[src/design/chd_pkg.sv]
// ---------------------------------------------------------------------------
// chd_pkg
// Types shared by the chunked body decoder modules.
// ---------------------------------------------------------------------------
package chd_pkg;

    localparam int COUNT_BITS = 32;

    typedef enum logic [2:0] {
        PH_SIZE    = 3'd0,
        PH_SIZE_LF = 3'd1,
        PH_DATA    = 3'd2,
        PH_DATA_CR = 3'd3,
        PH_DATA_LF = 3'd4,
        PH_ENDED   = 3'd5
    } t_phase;

    typedef enum logic [2:0] {
        ST_RUN   = 3'd0,
        ST_OK    = 3'd1,
        ST_BAD   = 3'd2,
        ST_CRLF  = 3'd3,
        ST_TRUNC = 3'd4,
        ST_OVF   = 3'd5
    } t_status;

    localparam logic [7:0] CH_CR    = 8'h0D;
    localparam logic [7:0] CH_LF    = 8'h0A;
    localparam logic [7:0] CH_SPACE = 8'h20;
    localparam logic [7:0] CH_TAB   = 8'h09;
    localparam logic [7:0] CH_SEMI  = 8'h3B;

    typedef struct packed {
        logic       valid;
        t_status    status;
        logic       finished;
        logic       data_valid;
        logic [7:0] data_byte;
    } t_result;

endpackage

[src/design/chd_parser.sv]
// ---------------------------------------------------------------------------
// chd_parser
// Parse state and per-beat decode of the chunked body.
// ---------------------------------------------------------------------------
module chd_parser
    import chd_pkg::*;
(
    input  logic       i_clk,
    input  logic       i_rst_n,
    input  logic       i_accept,
    input  logic [7:0] i_byte,
    input  logic       i_last,
    output t_result    o_result
);

    t_phase                  r_phase, n_phase;
    logic [COUNT_BITS-1:0]   r_count, n_count;
    logic                    r_digit_seen, n_digit_seen;
    logic                    r_trail_seen, n_trail_seen;
    logic                    r_in_ext, n_in_ext;

    t_status                 w_end;
    logic                    w_emit;
    logic                    w_is_hex;
    logic [3:0]              w_hex;

    always_comb begin
        w_is_hex = 1'b1;
        w_hex    = 4'd0;
        if (i_byte >= 8'h30 && i_byte <= 8'h39) begin
            w_hex = 4'(i_byte - 8'h30);
        end else if (i_byte >= 8'h61 && i_byte <= 8'h66) begin
            w_hex = 4'(i_byte - 8'h57);
        end else if (i_byte >= 8'h41 && i_byte <= 8'h46) begin
            w_hex = 4'(i_byte - 8'h37);
        end else begin
            w_is_hex = 1'b0;
        end
    end

    // beat outcome
    always_comb begin
        logic [2:0] status_v;
        status_v = ST_RUN;
        w_emit   = 1'b0;
        unique case (r_phase)
            PH_SIZE: begin
                if (!r_in_ext && i_byte != CH_CR && i_byte != CH_SEMI &&
                    i_byte != CH_SPACE && i_byte != CH_TAB) begin
                    if (!w_is_hex || r_trail_seen) begin
                        status_v = ST_BAD;
                    end else if (r_count[COUNT_BITS-1 -: 4] != 4'd0) begin
                        status_v = ST_OVF;
                    end
                end
            end
            PH_SIZE_LF: begin
                if (i_byte != CH_LF) begin
                    status_v = ST_CRLF;
                end else if (r_count == '0) begin
                    status_v = ST_OK;
                end
            end
            PH_DATA: begin
                w_emit = 1'b1;
            end
            PH_DATA_CR: begin
                if (i_byte != CH_CR) begin
                    status_v = ST_CRLF;
                end
            end
            PH_DATA_LF: begin
                if (i_byte != CH_LF) begin
                    status_v = ST_CRLF;
                end else if (i_last) begin
                    status_v = ST_OK;
                end
            end
            default: begin
                status_v = ST_RUN;
            end
        endcase
        if (status_v == ST_RUN && i_last) begin
            status_v = ST_TRUNC;
        end
        w_end = t_status'(status_v);
    end

    // next state
    always_comb begin
        n_phase      = r_phase;
        n_count      = r_count;
        n_digit_seen = r_digit_seen;
        n_trail_seen = r_trail_seen;
        n_in_ext     = r_in_ext;
        unique case (r_phase)
            PH_SIZE: begin
                if (i_byte == CH_CR) begin
                    n_phase = PH_SIZE_LF;
                end else if (r_in_ext) begin
                    n_in_ext = 1'b1;
                end else if (i_byte == CH_SEMI) begin
                    n_in_ext = 1'b1;
                end else if (i_byte == CH_SPACE || i_byte == CH_TAB) begin
                    if (r_digit_seen) begin
                        n_trail_seen = 1'b1;
                    end
                end else begin
                    n_count      = {r_count[COUNT_BITS-5:0], w_hex};
                    n_digit_seen = 1'b1;
                end
            end
            PH_SIZE_LF: begin
                n_phase = PH_DATA;
            end
            PH_DATA: begin
                n_count = r_count - COUNT_BITS'(1);
                if (r_count == COUNT_BITS'(1)) begin
                    n_phase = PH_DATA_CR;
                end
            end
            PH_DATA_CR: begin
                n_phase = PH_DATA_LF;
            end
            PH_DATA_LF: begin
                n_phase      = PH_SIZE;
                n_count      = '0;
                n_digit_seen = 1'b0;
                n_trail_seen = 1'b0;
                n_in_ext     = 1'b0;
            end
            default: begin
                n_phase = PH_ENDED;
            end
        endcase
        if (w_end != ST_RUN) begin
            n_phase = PH_ENDED;
        end
    end

    always_ff @(posedge i_clk) begin
        if (!i_rst_n) begin
            r_phase      <= PH_SIZE;
            r_count      <= '0;
            r_digit_seen <= 1'b0;
            r_trail_seen <= 1'b0;
            r_in_ext     <= 1'b0;
        end else if (i_accept && r_phase != PH_ENDED) begin
            r_phase      <= n_phase;
            r_count      <= n_count;
            r_digit_seen <= n_digit_seen;
            r_trail_seen <= n_trail_seen;
            r_in_ext     <= n_in_ext;
        end
    end

    always_comb begin
        o_result.valid      = i_accept && r_phase != PH_ENDED &&
                              (w_emit || w_end != ST_RUN);
        o_result.status     = w_end;
        o_result.finished   = (w_end != ST_RUN);
        o_result.data_valid = w_emit;
        o_result.data_byte  = w_emit ? i_byte : 8'd0;
    end

    a_ended_holds: assert property (@(posedge i_clk) disable iff (!i_rst_n)
        r_phase == PH_ENDED |=> r_phase == PH_ENDED)
        else $error("left ended phase");
    a_data_nonzero: assert property (@(posedge i_clk) disable iff (!i_rst_n)
        r_phase == PH_DATA |-> r_count != '0)
        else $error("data phase with zero count");
    a_no_result_after_end: assert property (@(posedge i_clk) disable iff (!i_rst_n)
        r_phase == PH_ENDED |-> !o_result.valid)
        else $error("result after end");

endmodule

[src/design/chd_out_buf.sv]
// ---------------------------------------------------------------------------
// chd_out_buf
// Result register with a skid stage toward the master side.
// ---------------------------------------------------------------------------
module chd_out_buf
    import chd_pkg::*;
(
    input  logic    i_clk,
    input  logic    i_rst_n,
    input  t_result i_result,
    output logic    o_can_accept,
    output logic    o_valid,
    input  logic    i_ready,
    output t_result o_result
);

    logic    r_main_valid;
    logic    r_skid_valid;
    t_result r_main;
    t_result r_skid;
    logic    w_take;

    assign w_take       = r_main_valid && i_ready;
    assign o_can_accept = !r_skid_valid;
    assign o_valid      = r_main_valid;
    assign o_result     = r_main;

    always_ff @(posedge i_clk) begin
        if (!i_rst_n) begin
            r_main_valid <= 1'b0;
            r_skid_valid <= 1'b0;
        end else if (w_take) begin
            if (r_skid_valid) begin
                r_skid_valid <= 1'b0;
            end else begin
                r_main_valid <= i_result.valid;
            end
        end else if (!r_main_valid) begin
            r_main_valid <= i_result.valid;
        end else if (i_result.valid) begin
            r_skid_valid <= 1'b1;
        end
    end

    always_ff @(posedge i_clk) begin
        if (w_take && r_skid_valid) begin
            r_main <= r_skid;
        end else if (w_take || !r_main_valid) begin
            r_main <= i_result;
        end else if (i_result.valid) begin
            r_skid <= i_result;
        end
    end

    a_skid_implies_main: assert property (@(posedge i_clk) disable iff (!i_rst_n)
        r_skid_valid |-> r_main_valid)
        else $error("skid holds data with empty main register");
    a_no_overrun: assert property (@(posedge i_clk) disable iff (!i_rst_n)
        i_result.valid |-> !r_skid_valid)
        else $error("result pushed into full buffer");
    a_stall_keeps: assert property (@(posedge i_clk) disable iff (!i_rst_n)
        (r_main_valid && !i_ready) |=> r_main_valid)
        else $error("stalled result dropped");

endmodule

[src/design/http_chunked_body_decoder_top.sv]
// ---------------------------------------------------------------------------
// http_chunked_body_decoder_top
// Decodes an HTTP chunked transfer body into its payload bytes.
// ---------------------------------------------------------------------------
// Slave side: one raw body byte per beat in s_tdata, s_tlast on the final
// byte of the body. Master side: one result beat for each payload byte and
// for the byte at which decoding ends (both may share a beat); bytes of the
// size lines and CRLFs that end nothing produce no beat.
// Throughput is one byte per cycle while s_tready is high: each byte is
// decoded by the parse state update. The result of an accepted byte is
// registered in the output buffer before it reaches the master side.
// The master side has a result register and a skid register, so a stall is
// absorbed for one beat; s_tready drops only once the skid holds a result.
// After the end (ok or error) further bytes are accepted and dropped.
// Reset returns the parser to the start of a size line and empties the
// output buffer.
// ---------------------------------------------------------------------------
module http_chunked_body_decoder_top
    import chd_pkg::*;
(
    input  logic       i_clk,
    input  logic       i_rst_n,
    input  logic       s_tvalid,
    output logic       s_tready,
    input  logic [7:0] s_tdata,   // [7:0] byte_in
    input  logic       s_tlast,   // last_byte
    output logic       m_tvalid,
    input  logic       m_tready,
    output logic [7:0] m_tdata,   // [7:0] data_byte
    output logic [4:0] m_tuser    // [0] data_valid, [1] finished, [4:2] status
);

    t_result w_parse;
    t_result w_out;
    logic    w_can_accept;
    logic    w_accept;

    assign s_tready = w_can_accept;
    assign w_accept = s_tvalid && w_can_accept;

    chd_parser u_parser (
        .i_clk    (i_clk),
        .i_rst_n  (i_rst_n),
        .i_accept (w_accept),
        .i_byte   (s_tdata),
        .i_last   (s_tlast),
        .o_result (w_parse)
    );

    chd_out_buf u_out_buf (
        .i_clk        (i_clk),
        .i_rst_n      (i_rst_n),
        .i_result     (w_parse),
        .o_can_accept (w_can_accept),
        .o_valid      (m_tvalid),
        .i_ready      (m_tready),
        .o_result     (w_out)
    );

    assign m_tdata = w_out.data_byte;
    assign m_tuser = {w_out.status, w_out.finished, w_out.data_valid};

endmodule

[config.mk]
export PLATFORM = sky130hd
export DESIGN_NAME = http_chunked_body_decoder_top
export DESIGN_NICKNAME = d
export VERILOG_FILES = /design/src/design/chd_pkg.sv /design/src/design/chd_parser.sv /design/src/design/chd_out_buf.sv /design/src/design/http_chunked_body_decoder_top.sv
export SDC_FILE = /design/constraint.sdc
export NUM_CORES = 1
export LEC_CHECK = 0
export BUFFER_PORTS_ARGS = -buffer_cell sky130_fd_sc_hd__buf_2
export CAP_MARGIN = 20
export CORE_MARGIN = 2
export CORE_UTILIZATION = 45
export DETAILED_ROUTE_END_ITERATION = 12
export SLEW_MARGIN = 5
export SYNTH_ARGS = -nofsm -noshare
export SYNTH_HDL_FRONTEND = slang
export SYNTH_SLANG_ARGS = --single-unit
[constraint.sdc]
create_clock -name i_clk -period 9.9 [get_ports i_clk]
set_clock_uncertainty 0.2 [all_clocks]
set_input_delay 2.97 -clock i_clk [delete_from_list [all_inputs] [get_ports i_clk]]
set_output_delay 2.97 -clock i_clk [all_outputs]
set_load 0.02 [all_outputs]
==> results of run 1 <==
[synth_stat cells, drive strengths merged, types with 2 or more instances]
master,count,area share
dfxtp,40,0.21
clkbuf,25,0.025
nand4,3,0.0049
or4,9,0.020
o21ai,55,0.072
nand2b,4,0.0065
o211a,2,0.0052
and2,17,0.028
o211ai,4,0.0078
xor2,3,0.0069
a32o,5,0.013
o22ai,2,0.0033
nand3,9,0.012
a21o,2,0.0039
a31oi,5,0.0082
nor4bb,3,0.0078
a22oi,13,0.025
a21boi,5,0.0098
a21oi,23,0.030
inv,9,0.0088
nor3,14,0.020
xnor2,2,0.0046
nor3b,3,0.0059
edfxtp,26,0.20
or2,2,0.0039
nor4,12,0.021
nor2,33,0.032
ha,6,0.020
or3,2,0.0046
mux2,12,0.035
nor2b,14,0.023
nor4b,3,0.0069
and3,7,0.011
o31ai,3,0.0072
a221oi,4,0.0091
nand2,35,0.034
a32oi,6,0.014
[layout make-up]
cell class	instances	area [um2]
well taps	105	131.4
fillers	797	4015
clock inverters	7	55.05
multi-input cells	336	2107
flip-flops and latches	66	1582
repair buffers	31	165.2
clock buffers	9	123.9
inverters	10	37.54
[power groups by stage]
stage | combinational (mW) | clock [mW] | sequential (mW)
3_5_place_dp | 0.134 | 0 | 0.315
4_1_cts | 0.135 | 0.211 | 0.309
2_1_floorplan | 0.0926 | 0 | 0.319
5_1_grt | 0.152 | 0.225 | 0.311
6_report | 0.135 | 0.205 | 0.309
3_3_place_gp | 0.134 | 0 | 0.314
[final timing paths]
kind | end | slack (ps) | depth (start not counted)
max reg2reg | u_out_buf.r_skid[1] | 6590 | 8
min reg2reg | u_parser.r_digit_seen | 290 | 2
min | u_parser.r_digit_seen | 290 | 2
max | u_out_buf.r_skid[1] | 4360 | 11
[logic make-up (layout without fill, tap and decap cells)]
group                      Yosys count  after routing  synth area share
and+or+nand+nor                    173            173            0.2481
AOI/OAI and AO/OA                  140            140            0.2354
DFF                                 66             66            0.4127
buffers and inverters               36             57           0.03754
muxes                               12             12           0.03526
adders and majority gates            6              6           0.01959
xor gates and xnor gates             5              5           0.01143
[critical path, cell delays in order]
cell and delay [ps]:
buf_2 120, inv_1 140, ha_1 230, or3b_2 470
nand3_1 140, a211oi_1 100, o211ai_1 480, nand2b_1 170
a22oi_1 110, nor3_1 220, buf_4 240
[per-layer routing]
metal	share of wire	global-route usage	routed length, um
met1	0.49	0.3197	4643
met5	0	0	0
met2	0.45	0.3247	4259
met3	0.050	0.04855	473
met4	0.016	0.08690	157
[flip-flops by register name, indices dropped and copies added, names as in the netlist]
register                flops
u_parser.r_count           32
u_out_buf.o_result         13
u_out_buf.r_skid           13
u_parser.r_phase            3
u_out_buf.o_valid           1
u_out_buf.r_skid_valid      1
u_parser.r_digit_seen       1
u_parser.r_in_ext           1
u_parser.r_trail_seen       1
[stage by stage]
step           power [mW]    util  cells
2_1_floorplan      0.4121       -    438
3_3_place_gp       0.4480  0.4887    547
3_5_place_dp       0.4490  0.4887    547
4_1_cts            0.6545  0.5104    563
5_1_grt            0.6880  0.5113    564
6_report           0.6492  0.5113    564
==> impl_metrics.json, run 1 <==
{
  "grt_pass1_vias": 3083,
  "cts-root-buf": "clkbuf_8",
  "ctsResizeCount": 0,
  "cts_sinks": 66,
  "htree_levels": 3,
  "synth.avg_cell_area_um2": 8.750,
  "timing.hold.ws_ps": 286.5,
  "cts_setup_buffers": 0,
  "yosysSeqAreaShare": 0.4127,
  "synth_cell_types": 63,
  "grt_overflow": 0,
  "outcome": "finished, final reports clean",
  "dpl-instance-area_um2": 4015,
  "first_iter_violations": 283,
  "mostFrequentLayoutCell": "o21ai_0",
  "power_frac_comb": 0.208,
  "internal-power_uw": 437.3,
  "chipHeight_um": 96.29,
  "path_clk_slew_ps": 70,
  "initial_core_util": 0.4664,
  "firstDrtPassIters": 5,
  "end_kind": "flip-flop",
  "num_vias": 3435,
  "die-area_um2": 9271,
  "cts_made_buffers": 9,
  "critPathMaxFanout": 13,
  "grt_pass1_wl_um": 15900,
  "antenna_found_initial": 0,
  "hpwl_um": 6538,
  "port_buffers": 27,
  "clock_power_share": 0.316,
  "cp-startpoint": "s_tdata[0]",
  "insertion_delay_ps": 360,
  "power.leakage_nw": 1.601,
  "ys_warn_count": 0,
  "pre_cts_slack_ps": 4064,
  "power.switching_uw": 211.9,
  "fmax_ghz": 0.1804,
  "slew_headroom": 0.3358,
  "required_ps": 9750,
  "coreArea_um2": 8217,
  "grt_max_degree": 42,
  "critPathLaunchType": "input port",
  "wirelength_um": 9533,
  "die_x_um": 96.29,
  "hold_viol_final": 0,
  "areaGrowthSynthToFinish_pct": 9.631,
  "arrival_ps": 5400,
  "cts_hold_buf": 0,
  "fin_ws_ps": 4358,
  "row_count": 33,
  "vdd_drop_max_mv": 0.07301,
  "final_nets": 473,
  "drcViolationCount": 0,
  "hp-class": "flip-flop to flip-flop",
  "antenna_cells": 0,
  "synth-main-ff-cell": "dfxtp_1",
  "drive_above_1_share": 0.1525,
  "async_reset_ff_frac": 0,
  "mostFrequentLayoutCells": "o21ai_0 (52), dfxtp_1 (40), nand2_1 (35)",
  "drv_cap": 0,
  "cts_tree": "built",
  "synth-seq-cells": 66,
  "p_seq_frac": 0.476,
  "p_per_area_nw_per_um2": 154.5,
  "setup_viol": 0,
  "r2r-start": "u_parser.r_count[28]",
  "slew_viol_final": 0,
  "place_congestion": 0.8469,
  "swShare": 0.3264,
  "syn_nets": 457,
  "fin_crit_sh": 0.5598,
  "synth_edf_count": 26,
  "groute.usage.overall": 0.2230,
  "viasPerCell": 6.090,
  "rsz0062_at_grt": "no",
  "clockBufferDepth": 2,
  "ant_nets": 0,
  "ios": 28,
  "wl_per_cell_um": 16.90,
  "final_area_um2": 4202,
  "min_period_ps": 5542,
  "worst_slew_pin_slew_ps": 996.2,
  "min_from": "u_parser.r_digit_seen",
  "tns_ps": 0,
  "netlist_instances": 438,
  "synth_area_um2": 3832,
  "worst-setup-path-type": "input port to flip-flop"
}
Power figures use the tool's default switching activity.
==> run 2, diff against run 1 <==
Clock period 9.9 ns to 5.3 ns, I/O delays scaled along.
==> run 2 against run 1 <==
Cell count grew 0.35%. Via count shrank 0.47%. Design area grew 0.95%. Hold slack gained 21 ps. Non-clock buffer count grew 2. Sequential cell count is the same. Routed wire length grew 1.8%. Clock power grew 110%. First-iteration DRC count grew 23%. Sequential share of layout area shrank 0.36 points. Sequential power grew 87%. Critical path type unchanged. Highest routed layer unchanged.
==> impl_metrics.json, run 2 (same netlist as run 1, synthesis figures left out) <==
{
  "cts_tree": "built",
  "path_delay_family": "simple AND/OR/NAND/NOR gates",
  "firstDrtPassIters": 5,
  "fin_crit_sh": 0.7786,
  "path_depth": 11,
  "ctsResizeCount": 0,
  "clockBufferDepth": 2,
  "mostFrequentLayoutCell": "o21ai_0",
  "critPathLaunchType": "input port",
  "drcViolationCount": 0,
  "arrival_ps": 3980,
  "insertion_delay_ps": 350,
  "layoutNonFillerInstCount": 566,
  "place_congestion": 0.8319,
  "areaGrowthSynthToFinish_pct": 10.68,
  "largest_reg_flops": 32,
  "port_buffers": 27,
  "grt_max_degree": 42,
  "cts-root-buf": "clkbuf_8",
  "tns_ps": 0,
  "fmax_ghz": 0.2423,
  "r2r-end": "u_out_buf.r_skid[1]",
  "grtUsageMet1": 0.3192,
  "path_cells": "buf_2, inv_1, ha_1, or3b_2, nand3_1, a211oi_1, o211ai_1, nand2b_1, a22oi_1, nor3_1, buf_4",
  "grt_pass1_vias": 3137,
  "hold_viol_final": 0,
  "wirelength_um": 9705,
  "fin_ws_ps": 1173,
  "end_kind": "flip-flop",
  "final_nets": 475,
  "hpwl_um": 6662,
  "dp.cells": 549,
  "max_stage_delay_ps": 480,
  "worst-r2r-setup-slack_ps": 1980,
  "antenna_found_initial": 0,
  "die-area_um2": 9271,
  "first_iter_violations": 348,
  "required_ps": 5150,
  "chipHeight_um": 96.29,
  "hp-class": "flip-flop to flip-flop",
  "regMostFlops": "u_parser.r_count",
  "r2r-start": "u_parser.r_count[28]",
  "antenna_cells": 0,
  "cts_hold_buf": 0,
  "power.leakage_nw": 1.621,
  "outcome": "finished, final reports clean",
  "vdd_drop_max_mv": 0.1586,
  "pre_cts_slack_ps": 822.7,
  "die_x_um": 96.29,
  "crit_path_end": "u_out_buf.r_skid[1]",
  "viasPerCell": 6.041,
  "wl_per_cell_um": 17.15,
  "cts_setup_buffers": 0,
  "drive_above_1_share": 0.1562,
  "coreArea_um2": 8217,
  "initial_core_util": 0.4664,
  "cts_made_buffers": 9,
  "setup_viol": 0,
  "worst_slew_pin_slew_ps": 971.6,
  "timing.hold.ws_ps": 307.1,
  "dpl-instance-area_um2": 4030,
  "crit_slowest_cell": "o211ai_1",
  "worst-setup-path-type": "input port to flip-flop",
  "drv_cap": 0,
  "htree_levels": 3,
  "crit_buf_inv": 3,
  "path_clk_slew_ps": 80,
  "grtUsageMet2": 0.3438,
  "cts_sinks": 66,
  "num_vias": 3419,
  "final_area_um2": 4242,
  "p_per_area_nw_per_um2": 299.2,
  "grt_pass1_wl_um": 16230,
  "min_period_ps": 4127,
  "row_count": 33,
  "r2r.worst_path.cells": 8,
  "cp-startpoint": "s_tdata[0]",
  "slew_headroom": 0.3523,
  "grt_busiest_layer": "met2",
  "ios": 28,
  "fillers": 792,
  "groute.usage.overall": 0.2245,
  "use_met3": 0.03446,
  "grt_overflow": 0,
  "mostFrequentLayoutCells": "o21ai_0 (52), dfxtp_1 (40), nand2_1 (35)",
  "slew_viol_final": 0,
  "rsz0062_at_grt": "no",
  "critPathMaxFanout": 13,
  "ant_nets": 0
}
-- run 2: worst min-delay path, delay by kind of cell, from the launching register on --
family | cells | cell delay (ps)
flops | 1 | 330
compound gates | 1 | 70
simple gates | 1 | 60
-- run 2: worst min-delay path by stage --
stage,slack (ps),cells past startpoint,end,start
2_1_floorplan,240,2,u_parser.r_digit_seen,u_parser.r_digit_seen
3_3_place_gp,270,2,u_parser.r_digit_seen,u_parser.r_digit_seen
3_5_place_dp,300,2,u_out_buf.r_skid_valid,u_out_buf.r_skid_valid
4_1_cts,310,2,u_out_buf.r_skid_valid,u_out_buf.r_skid_valid
5_1_grt,350,2,u_parser.r_digit_seen,u_parser.r_digit_seen
6_report,310,2,u_out_buf.r_skid_valid,u_out_buf.r_skid_valid
-- run 2: final cells by class --
class                      count  area (um2)  share of cell area
timing repair buffer          33       180.2             0.04248
clock inverter                 7       80.08             0.01888
multi-input combinational    336        2107              0.4968
clock buffer                   9       123.9             0.02920
inverter                      10       37.54            0.008850
sequential                    66        1582              0.3729
tap                          105       131.4             0.03097
-- run 2: routing by layer --
metal	part of all wire	vias to the layer above	wire (um)
met5	0	-	0
met4	0.015	0	141
met3	0.047	16	455
met2	0.45	105	4355
met1	0.49	1607	4752
li1	-	1691	-
-- run 2: stage by stage --
step	utilization	power (mW)
floorplan	-	0.7697
global placement	0.4905	0.8389
detailed placement	0.4905	0.8409
CTS	0.5153	1.275
global route	0.5162	1.335
finish	0.5162	1.269
-- run 2: where the power goes --
group	internal, mW	leakage [nW]	switching (mW)
logic	0.0908	0.941	0.165
clock network	0.220	0.0956	0.216
registers	0.556	0.584	0.0209
